File: config.mk
export PLATFORM = sky130hd
export DESIGN_NAME = storage_span_run_coalescer_top
export DESIGN_NICKNAME = d
export VERILOG_FILES = /design/src/rtl/ssrc_pkg.sv /design/src/rtl/ssrc_front.sv /design/src/rtl/ssrc_queue.sv /design/src/rtl/ssrc_back.sv /design/src/rtl/storage_span_run_coalescer_top.sv
export SDC_FILE = /design/constraint.sdc
export NUM_CORES = 2
export LEC_CHECK = 0
export CAP_MARGIN = 20
export CORE_AREA = 5 5 332 578
export DETAILED_ROUTE_END_ITERATION = 8
export DIE_AREA = 0 0 337 583
export DONT_BUFFER_PORTS = 1
export SYNTH_ARGS = -nofsm -noshare
export SYNTH_HDL_FRONTEND = slang
export SYNTH_HIERARCHICAL = 1
export SYNTH_SLANG_ARGS = --single-unit
File: constraint.sdc
create_clock -name aclk -period 19.2 [get_ports aclk]
set_clock_uncertainty 0.1 [all_clocks]
set_input_delay 1.92 -clock aclk [delete_from_list [all_inputs] [get_ports aclk]]
set_output_delay 1.92 -clock aclk [all_outputs]
set_load 0.01 [all_outputs]
File: src/rtl/ssrc_pkg.sv
// ----------------------------------------------------------------------------
// Storage span run coalescer: shared definitions
// Descriptor kind codes, split constants and the flush request that passes
// from the classifying front end to the span emitter.
// ----------------------------------------------------------------------------
package ssrc_pkg;

    // Descriptor kinds.
    localparam logic [2:0] KIND_RESIDENT_RAW  = 3'd0;
    localparam logic [2:0] KIND_PARTIAL_RAW   = 3'd1;
    localparam logic [2:0] KIND_MISSING_COMP  = 3'd2;
    localparam logic [2:0] KIND_PARTIAL_COMP  = 3'd3;
    localparam logic [2:0] KIND_DEPENDENCY    = 3'd4;

    // Restore modes.
    localparam logic MODE_MISSING  = 1'b0;
    localparam logic MODE_RESERVED = 1'b1;

    // The first span of a plan is split when the run holds at least this many blocks.
    localparam logic [31:0] SPLIT_MIN_BLOCKS = 32'd4;
    // Block size used when the register holds zero, and the register reset.
    localparam logic [31:0] DEFAULT_BLOCK_SIZE = 32'h0000_4000;

    // Flush request queue.
    localparam int QUEUE_DEPTH = 4;
    localparam int QUEUE_PTR_W = $clog2(QUEUE_DEPTH);
    localparam int QUEUE_CNT_W = $clog2(QUEUE_DEPTH + 1);

    // One run to be emitted as one span, or as two when split is set.
    typedef struct packed {
        logic [63:0] start;
        logic [31:0] bytes;
        logic [31:0] lead_blocks;
        logic        split;
        logic        mode;
        logic        last;
    } flush_req_t;

endpackage

File: src/rtl/ssrc_front.sv
// ----------------------------------------------------------------------------
// Storage span run coalescer: front end
// Accepts descriptors, tracks the open run and issues flush requests.
// ----------------------------------------------------------------------------
module ssrc_front (
    input  logic                aclk,
    input  logic                aresetn,
    input  logic                s_tvalid,
    output logic                s_tready,
    input  logic [95:0]         s_tdata,   // stored offset[63:0], stored size[95:64]
    input  logic [2:0]          s_tuser,   // descriptor_kind[2:0]
    input  logic                s_tlast,   // end_of_plan
    input  logic                q_full,
    output logic                q_push,
    output ssrc_pkg::flush_req_t q_push_req
);

    logic [63:0] run_start_reg,  run_start_next;
    logic [31:0] run_bytes_reg,  run_bytes_next;
    logic [31:0] run_blocks_reg, run_blocks_next;
    logic        run_mode_reg,   run_mode_next;
    logic        any_emit_reg,   any_emit_next;
    logic        pend_valid_reg, pend_valid_next;
    ssrc_pkg::flush_req_t pend_req_reg, pend_req_next;

    logic        accept;
    logic [63:0] in_offset;
    logic [31:0] in_size;
    logic        is_join;
    logic        in_mode;
    logic        has_run;
    logic        brk;
    logic        flush_a;
    logic        flush_b;
    logic [63:0] mid_start;
    logic [31:0] mid_bytes;
    logic [31:0] mid_blocks;
    logic        mid_mode;
    logic        any_mid;
    ssrc_pkg::flush_req_t req_a;
    ssrc_pkg::flush_req_t req_b;

    assign in_offset = s_tdata[63:0];
    assign in_size   = s_tdata[95:64];

    // A second request from the same descriptor waits in the pending slot.
    assign s_tready = !pend_valid_reg && !q_full;
    assign accept   = s_tvalid && s_tready;

    // Classify the descriptor against the open run.
    always_comb begin
        is_join = s_tuser inside {ssrc_pkg::KIND_MISSING_COMP, ssrc_pkg::KIND_PARTIAL_COMP,
                                  ssrc_pkg::KIND_DEPENDENCY};
        in_mode = (s_tuser == ssrc_pkg::KIND_PARTIAL_COMP) ? ssrc_pkg::MODE_RESERVED
                                                           : ssrc_pkg::MODE_MISSING;
        has_run = (run_blocks_reg != 32'd0);
        brk     = !has_run || (run_start_reg + {32'd0, run_bytes_reg} != in_offset)
                  || (run_mode_reg != in_mode);
        flush_a = has_run && (!is_join || brk);

        if (is_join && brk) begin
            mid_start  = in_offset;
            mid_bytes  = in_size;
            mid_blocks = 32'd1;
            mid_mode   = in_mode;
        end else if (is_join) begin
            mid_start  = run_start_reg;
            mid_bytes  = run_bytes_reg + in_size;
            mid_blocks = run_blocks_reg + 32'd1;
            mid_mode   = run_mode_reg;
        end else begin
            mid_start  = 64'd0;
            mid_bytes  = 32'd0;
            mid_blocks = 32'd0;
            mid_mode   = ssrc_pkg::MODE_MISSING;
        end

        any_mid = any_emit_reg || flush_a;
        flush_b = s_tlast && (mid_blocks != 32'd0);

        // Flush of the run that the descriptor breaks.
        req_a.start       = run_start_reg;
        req_a.bytes       = run_bytes_reg;
        req_a.lead_blocks = run_blocks_reg - (run_blocks_reg >> 1);
        req_a.split       = !any_emit_reg && (run_blocks_reg >= ssrc_pkg::SPLIT_MIN_BLOCKS);
        req_a.mode        = run_mode_reg;
        req_a.last        = !flush_b;

        // Flush at the end of the plan.
        req_b.start       = mid_start;
        req_b.bytes       = mid_bytes;
        req_b.lead_blocks = mid_blocks - (mid_blocks >> 1);
        req_b.split       = !any_mid && (mid_blocks >= ssrc_pkg::SPLIT_MIN_BLOCKS);
        req_b.mode        = mid_mode;
        req_b.last        = 1'b1;
    end

    // Request issue and state update.
    always_comb begin
        run_start_next  = run_start_reg;
        run_bytes_next  = run_bytes_reg;
        run_blocks_next = run_blocks_reg;
        run_mode_next   = run_mode_reg;
        any_emit_next   = any_emit_reg;
        pend_valid_next = pend_valid_reg;
        pend_req_next   = pend_req_reg;
        q_push          = 1'b0;
        q_push_req      = req_a;

        if (pend_valid_reg) begin
            q_push_req = pend_req_reg;
            if (!q_full) begin
                q_push          = 1'b1;
                pend_valid_next = 1'b0;
            end
        end else if (accept) begin
            if (flush_a) begin
                q_push     = 1'b1;
                q_push_req = req_a;
                if (flush_b) begin
                    pend_valid_next = 1'b1;
                    pend_req_next   = req_b;
                end
            end else if (flush_b) begin
                q_push     = 1'b1;
                q_push_req = req_b;
            end

            if (s_tlast) begin
                run_start_next  = 64'd0;
                run_bytes_next  = 32'd0;
                run_blocks_next = 32'd0;
                run_mode_next   = ssrc_pkg::MODE_MISSING;
                any_emit_next   = 1'b0;
            end else begin
                run_start_next  = mid_start;
                run_bytes_next  = mid_bytes;
                run_blocks_next = mid_blocks;
                run_mode_next   = mid_mode;
                any_emit_next   = any_mid;
            end
        end
    end

    // Run state and pending flag.
    always_ff @(posedge aclk) begin
        if (!aresetn) begin
            run_start_reg  <= 64'd0;
            run_bytes_reg  <= 32'd0;
            run_blocks_reg <= 32'd0;
            run_mode_reg   <= ssrc_pkg::MODE_MISSING;
            any_emit_reg   <= 1'b0;
            pend_valid_reg <= 1'b0;
        end else begin
            run_start_reg  <= run_start_next;
            run_bytes_reg  <= run_bytes_next;
            run_blocks_reg <= run_blocks_next;
            run_mode_reg   <= run_mode_next;
            any_emit_reg   <= any_emit_next;
            pend_valid_reg <= pend_valid_next;
        end
    end

    // Pending request payload.
    always_ff @(posedge aclk) begin
        pend_req_reg <= pend_req_next;
    end

endmodule

File: src/rtl/ssrc_queue.sv
// ----------------------------------------------------------------------------
// Storage span run coalescer: flush request queue
// A short first-in first-out buffer between the front end and the emitter.
// ----------------------------------------------------------------------------
module ssrc_queue (
    input  logic                 aclk,
    input  logic                 aresetn,
    input  logic                 push,
    input  ssrc_pkg::flush_req_t push_req,
    input  logic                 pop,
    output ssrc_pkg::flush_req_t head_req,
    output logic                 full,
    output logic                 empty
);

    ssrc_pkg::flush_req_t entry_reg [ssrc_pkg::QUEUE_DEPTH];

    logic [ssrc_pkg::QUEUE_PTR_W-1:0] wr_ptr_reg, wr_ptr_next;
    logic [ssrc_pkg::QUEUE_PTR_W-1:0] rd_ptr_reg, rd_ptr_next;
    logic [ssrc_pkg::QUEUE_CNT_W-1:0] count_reg,  count_next;

    localparam logic [ssrc_pkg::QUEUE_CNT_W-1:0] CountFull =
        ssrc_pkg::QUEUE_CNT_W'(ssrc_pkg::QUEUE_DEPTH);
    localparam logic [ssrc_pkg::QUEUE_PTR_W-1:0] PtrLast =
        ssrc_pkg::QUEUE_PTR_W'(ssrc_pkg::QUEUE_DEPTH - 1);

    assign full     = (count_reg == CountFull);
    assign empty    = (count_reg == '0);
    assign head_req = entry_reg[rd_ptr_reg];

    // Pointer and occupancy update.
    always_comb begin
        wr_ptr_next = wr_ptr_reg;
        rd_ptr_next = rd_ptr_reg;
        count_next  = count_reg;
        if (push) begin
            wr_ptr_next = (wr_ptr_reg == PtrLast) ? '0
                                                  : wr_ptr_reg + ssrc_pkg::QUEUE_PTR_W'(1);
        end
        if (pop) begin
            rd_ptr_next = (rd_ptr_reg == PtrLast) ? '0
                                                  : rd_ptr_reg + ssrc_pkg::QUEUE_PTR_W'(1);
        end
        if (push && !pop) begin
            count_next = count_reg + ssrc_pkg::QUEUE_CNT_W'(1);
        end else if (pop && !push) begin
            count_next = count_reg - ssrc_pkg::QUEUE_CNT_W'(1);
        end
    end

    always_ff @(posedge aclk) begin
        if (!aresetn) begin
            wr_ptr_reg <= '0;
            rd_ptr_reg <= '0;
            count_reg  <= '0;
        end else begin
            wr_ptr_reg <= wr_ptr_next;
            rd_ptr_reg <= rd_ptr_next;
            count_reg  <= count_next;
        end
    end

    // Entry storage.
    always_ff @(posedge aclk) begin
        if (push) begin
            entry_reg[wr_ptr_reg] <= push_req;
        end
    end

endmodule

File: src/rtl/ssrc_back.sv
// ----------------------------------------------------------------------------
// Storage span run coalescer: span emitter
// Turns flush requests into spans, splitting the first long run of a plan.
// ----------------------------------------------------------------------------
module ssrc_back (
    input  logic                 aclk,
    input  logic                 aresetn,
    input  logic [31:0]          blk_bytes,
    input  logic                 q_empty,
    input  ssrc_pkg::flush_req_t q_head_req,
    output logic                 q_pop,
    output logic                 m_tvalid,
    input  logic                 m_tready,
    output logic [95:0]          m_tdata,   // span start[63:0], span length[95:64]
    output logic                 m_tuser,   // restore_mode
    output logic                 m_tlast    // last_of_item
);

    localparam logic [1:0] ST_IDLE = 2'd0;
    localparam logic [1:0] ST_MUL  = 2'd1;
    localparam logic [1:0] ST_LEAD = 2'd2;
    localparam logic [1:0] ST_REST = 2'd3;

    logic [1:0]  state_reg, state_next;
    ssrc_pkg::flush_req_t req_reg, req_next;
    logic [31:0] lead_reg, lead_next;
    logic        out_valid_reg, out_valid_next;
    logic [63:0] out_offset_reg, out_offset_next;
    logic [31:0] out_size_reg, out_size_next;
    logic        out_mode_reg, out_mode_next;
    logic        out_last_reg, out_last_next;

    logic        out_free;
    logic        out_load;
    logic [31:0] bs_eff;

    assign out_free = !out_valid_reg || m_tready;
    assign bs_eff   = (blk_bytes == 32'd0) ? ssrc_pkg::DEFAULT_BLOCK_SIZE : blk_bytes;

    assign m_tvalid = out_valid_reg;
    assign m_tdata  = {out_size_reg, out_offset_reg};
    assign m_tuser  = out_mode_reg;
    assign m_tlast  = out_last_reg;

    // Emit sequencer: a plain run goes straight to the output register, a split
    // run passes through a multiply state for the lead size and then gives two spans.
    always_comb begin
        state_next      = state_reg;
        req_next        = req_reg;
        lead_next       = lead_reg;
        out_offset_next = out_offset_reg;
        out_size_next   = out_size_reg;
        out_mode_next   = out_mode_reg;
        out_last_next   = out_last_reg;
        out_load        = 1'b0;
        q_pop           = 1'b0;

        case (state_reg)
            ST_IDLE: begin
                if (!q_empty && out_free) begin
                    q_pop = 1'b1;
                    if (q_head_req.split) begin
                        req_next   = q_head_req;
                        state_next = ST_MUL;
                    end else begin
                        out_load        = 1'b1;
                        out_offset_next = q_head_req.start;
                        out_size_next   = q_head_req.bytes;
                        out_mode_next   = q_head_req.mode;
                        out_last_next   = q_head_req.last;
                    end
                end
            end
            ST_MUL: begin
                lead_next  = bs_eff * req_reg.lead_blocks;
                state_next = ST_LEAD;
            end
            ST_LEAD: begin
                if (out_free) begin
                    out_load        = 1'b1;
                    out_offset_next = req_reg.start;
                    out_size_next   = lead_reg;
                    out_mode_next   = req_reg.mode;
                    out_last_next   = 1'b0;
                    state_next      = ST_REST;
                end
            end
            ST_REST: begin
                if (out_free) begin
                    out_load        = 1'b1;
                    out_offset_next = req_reg.start + {32'd0, lead_reg};
                    out_size_next   = req_reg.bytes - lead_reg;
                    out_mode_next   = req_reg.mode;
                    out_last_next   = req_reg.last;
                    state_next      = ST_IDLE;
                end
            end
            default: begin
                state_next = ST_IDLE;
            end
        endcase

        if (out_load) begin
            out_valid_next = 1'b1;
        end else if (m_tready) begin
            out_valid_next = 1'b0;
        end else begin
            out_valid_next = out_valid_reg;
        end
    end

    // Control state.
    always_ff @(posedge aclk) begin
        if (!aresetn) begin
            state_reg     <= ST_IDLE;
            out_valid_reg <= 1'b0;
        end else begin
            state_reg     <= state_next;
            out_valid_reg <= out_valid_next;
        end
    end

    // Payload registers.
    always_ff @(posedge aclk) begin
        req_reg        <= req_next;
        lead_reg       <= lead_next;
        out_offset_reg <= out_offset_next;
        out_size_reg   <= out_size_next;
        out_mode_reg   <= out_mode_next;
        out_last_reg   <= out_last_next;
    end

endmodule

File: src/rtl/storage_span_run_coalescer_top.sv
// Coalesces read-plan descriptors into storage availability spans. A descriptor
// is taken when the queue is not full and no request is pending; one that both
// breaks a run and ends the plan leaves its second flush request in a pending
// slot that holds off the next descriptor. Flush requests wait in a four-entry
// queue for the span emitter, which loads a plain span straight into its output
// register and takes the split first run of a plan in steps (taking the request,
// lead size multiply, then two spans), waiting while the output is stalled. The
// block size register may be written only while no descriptor is in flight.
// ----------------------------------------------------------------------------
// Storage span run coalescer: top level
// Joins contiguous compressed and dependency descriptors into spans.
// ----------------------------------------------------------------------------
module storage_span_run_coalescer_top (
    input  logic        aclk,
    input  logic        aresetn,
    input  logic        cfg_wr_en,
    input  logic [31:0] cfg_wr_data,   // bytes per block for the first-run split
    input  logic        s_tvalid,
    output logic        s_tready,
    input  logic [95:0] s_tdata,       // stored offset[63:0], stored size[95:64]
    input  logic [2:0]  s_tuser,       // descriptor_kind[2:0]
    input  logic        s_tlast,       // end_of_plan
    output logic        m_tvalid,
    input  logic        m_tready,
    output logic [95:0] m_tdata,       // span start[63:0], span length[95:64]
    output logic        m_tuser,       // restore_mode
    output logic        m_tlast        // last_of_item
);

    logic [31:0] blk_bytes_reg;
    logic        q_push;
    logic        q_pop;
    logic        q_full;
    logic        q_empty;
    ssrc_pkg::flush_req_t q_push_req;
    ssrc_pkg::flush_req_t q_head_req;

    // Block size register.
    always_ff @(posedge aclk) begin
        if (!aresetn) begin
            blk_bytes_reg <= ssrc_pkg::DEFAULT_BLOCK_SIZE;
        end else if (cfg_wr_en) begin
            blk_bytes_reg <= cfg_wr_data;
        end
    end

    ssrc_front u_front (
        .aclk       (aclk),
        .aresetn    (aresetn),
        .s_tvalid   (s_tvalid),
        .s_tready   (s_tready),
        .s_tdata    (s_tdata),
        .s_tuser    (s_tuser),
        .s_tlast    (s_tlast),
        .q_full     (q_full),
        .q_push     (q_push),
        .q_push_req (q_push_req)
    );

    ssrc_queue u_queue (
        .aclk     (aclk),
        .aresetn  (aresetn),
        .push     (q_push),
        .push_req (q_push_req),
        .pop      (q_pop),
        .head_req (q_head_req),
        .full     (q_full),
        .empty    (q_empty)
    );

    ssrc_back u_back (
        .aclk       (aclk),
        .aresetn    (aresetn),
        .blk_bytes  (blk_bytes_reg),
        .q_empty    (q_empty),
        .q_head_req (q_head_req),
        .q_pop      (q_pop),
        .m_tvalid   (m_tvalid),
        .m_tready   (m_tready),
        .m_tdata    (m_tdata),
        .m_tuser    (m_tuser),
        .m_tlast    (m_tlast)
    );

    // The front end never writes a request into a full queue.
    a_no_overflow: assert property (@(posedge aclk) disable iff (!aresetn)
        q_push |-> !q_full)
        else $error("flush request written into a full queue");

    // The emitter never takes a request from an empty queue.
    a_no_underflow: assert property (@(posedge aclk) disable iff (!aresetn)
        q_pop |-> !q_empty)
        else $error("flush request taken from an empty queue");

    // A span held back by the receiver stays unchanged until it is taken.
    a_hold_stalled: assert property (@(posedge aclk) disable iff (!aresetn)
        (m_tvalid && !m_tready) |=> (m_tvalid && $stable(m_tdata) && $stable(m_tuser)
                                     && $stable(m_tlast)))
        else $error("stalled span changed before it was taken");

endmodule

==> flow_metrics.py <==
metrics = {
    "status": {
        "status": "completed",
    },
    "drt": {
        "met3_length_um": 13200,
        "met2_length_um": 115000,
        "top_layer": "met5",
        "vias": 51800,
        "detail-route-antenna-nets": 0,
        "drt-vias-per-instance": 5.67,
        "dr.pass1.iters": 6,
        "initialDrtViolationCount": 3672,
        "wl_per_cell_um": 25.7,
        "drt-total-wl_um": 235000,
        "drcViolationCount": 0,
        "wl_met1_um": 90300,
    },
    "clock_tree": {
        "clk_latency_ns": 0.73,
        "h-tree-depth": 3,
        "cts_tree": "built",
        "cts_setup_buffers": 0,
        "cts.clk_slew.worst_paths_ns": 0.07,
        "cts_root_buf": "clkbuf_16",
        "clock_sinks": 1089,
        "cts_resized": 0,
        "cts_hold_buf": 0,
        "cts_made_buffers": 101,
        "cts_buffer_depth": 3,
    },
    "synth": {
        "syn-num-nets": 7691,
        "synth_seq_cells": 1089,
        "yosysMostFrequentCell": "edfxtp_1",
        "synth-async-reset-ratio_pct": 0,
        "syn_inst": 6753,
        "postSynthAreaPerCell_um2": 11.0,
        "post-synth-top-area-fraction_pct": 37.1,
        "yosys-top-cells-area": "edfxtp_1 37%, fa_1 11%, ha_1 6.5%",
        "synthesis.area_um2": 74000,
        "ys_top_cells_by_count": "914 x edfxtp_1, 712 x nand2_1, 611 x inv_1",
        "synth_cell_type_count": 108,
        "yosys.area.top_type": "edfxtp_1",
        "ys.flop_type": "edfxtp_1",
        "yosysSeqAreaShare_pct": 41.8,
        "yosys_warnings": 6,
        "synth_edf_count": 914,
    },
    "final_layout": {
        "drive_above_1_share_pct": 7.12,
        "nets": 7546,
        "largest_reg_flops": 524,
        "syn_to_final_growth_pct": 7.91,
        "fill_cells": 17600,
        "postLayoutCoreUtil_pct": 42.8,
        "stdcell_area_um2": 79900,
    },
    "worst_setup_path": {
        "crit_path_end_kind": "register",
        "crit_top_cell": "buf_4",
        "required_ns": 19.46,
        "crit_path_start_kind": "register",
        "path_buf_inv": 5,
        "cpMaxStageDelayCell": "a21oi_1",
        "cpPeakStageDelay_ns": 0.75,
        "arrival_ns": 10.18,
        "crit_fanout": 47,
        "path_delay_family": "simple AND/OR/NAND/NOR gates",
        "critical_path_class": "reg -> reg",
    },
    "floorplanning": {
        "die_y_um": 583,
        "rows": 210,
        "die_area_um2": 196000,
        "io_pins": 237,
        "core_um2": 187000,
        "initial_core_util_pct": 39.7,
        "die_w_um": 337,
    },
    "timing": {
        "finalSetupViolations": 0,
        "fin_setup_tns_ns": 0,
        "drv_slew": 0,
        "slew_headroom_pct": 21.8,
        "worst_pin_slew_ns": 1.17,
        "hold_viol": 0,
        "fin_crit_sh_pct": 51.7,
        "fmax_mhz": 101,
        "holdWs_ns": 0.416,
        "period_needed_ns": 9.92,
        "rsz0062_at_grt": "no",
    },
    "place": {
        "dp_hpwl_um": 176000,
        "place_area_um2": 76300,
        "gp_congestion": 0.962,
        "port_buffers": 0,
    },
    "power": {
        "p_total_uw": 14400,
        "p_per_area_nw_per_um2": 180,
        "peakVddDrop_v": 0.000386,
        "leakage_uw": 0.0297,
    },
    "global_route": {
        "grt_max_degree": 178,
        "grtUsageTotal_pct": 23.5,
        "grt_remaining_overflow": 0,
        "grt_pass1_vias": 53700,
        "grt_pass1_wl_um": 347000,
        "antenna_found_initial": 7,
    },
    "run": {
        "maxCapViolations": 0,
    },
    "min_path": {
        "hp-class": "reg -> reg",
    },
}
metrics by stage:
step                std cells  setup WS [ns]
finish                   9136           9.28
global route             9136           8.88
CTS                      9133           9.07
detailed placement       8942           8.92
global placement         8942           9.02
floorplan                6753           7.45
where the power goes:
part / switching (µW) / internal [µW]
registers: 372 / 3250
logic: 5370 / 3210
clock network: 969 / 1200
worst paths after layout:
kind                             startpoint                   endpoint  slack, ns  depth (start not counted)
hold reg to reg   u_front/run_bytes_reg[25]  u_front/run_bytes_reg[25]       0.42                          2
setup / recovery   u_front/run_bytes_reg[1]   u_queue/entry_reg[2][39]       9.28                         25
hold / removal    u_front/run_bytes_reg[25]  u_front/run_bytes_reg[25]       0.42                          2
setup reg to reg   u_front/run_bytes_reg[1]   u_queue/entry_reg[2][39]       9.28                         25
routing by layer:
layer,up-vias,track usage [%]
met4,2,13.7
met3,533,3.68
li1,23500,-
met2,1710,40.1
met1,26100,28.1
met5,-,0
layout by cell type (no fill, tap or decap), drive strengths merged, types with 45 or more instances in the layout:
| cell type | count |
|---|---|
| inv | 624 |
| nand2 | 713 |
| nor2 | 277 |
| clkbuf | 118 |
| o21bai | 45 |
| nor3 | 84 |
| nor2b | 185 |
| ha | 387 |
| xor2 | 121 |
| and3 | 57 |
| a21oi | 316 |
| fa | 414 |
| a21o | 77 |
| mux4 | 131 |
| dfxtp | 175 |
| nand4 | 61 |
| nand3 | 93 |
| buf | 88 |
| xnor2 | 230 |
| mux2i | 157 |
| and2 | 332 |
| edfxtp | 914 |
| o21ai | 316 |
| a22oi | 209 |
cell families after synthesis:
group | synth area share, %
fa+ha+maj | 17.7
xor+xnor | 4.15
buf+inv | 5.23
simple gates | 13.3
mux | 6.20
compound gates | 11.6
flops | 41.8
final cells by class:
cell class / count / area [µm²] / share of cell area (%)
sequential: 1089 / 31000 / 38.8
timing repair buffer: 89 / 681 / 0.852
antenna: 2 / 5.00 / 0.00627
clock buffer: 117 / 2640 / 3.30
inverter: 612 / 2300 / 2.88
multi-input combinational: 4715 / 39300 / 49.2
clock inverter: 74 / 950 / 1.19
tap: 2438 / 3050 / 3.82
worst min-delay path: stages, from the launching register on:
cell,delay (ns)
dfxtp_1,0.34
nand3_1,0.08
nand2_1,0.05
(Power assumes the default switching activity.)
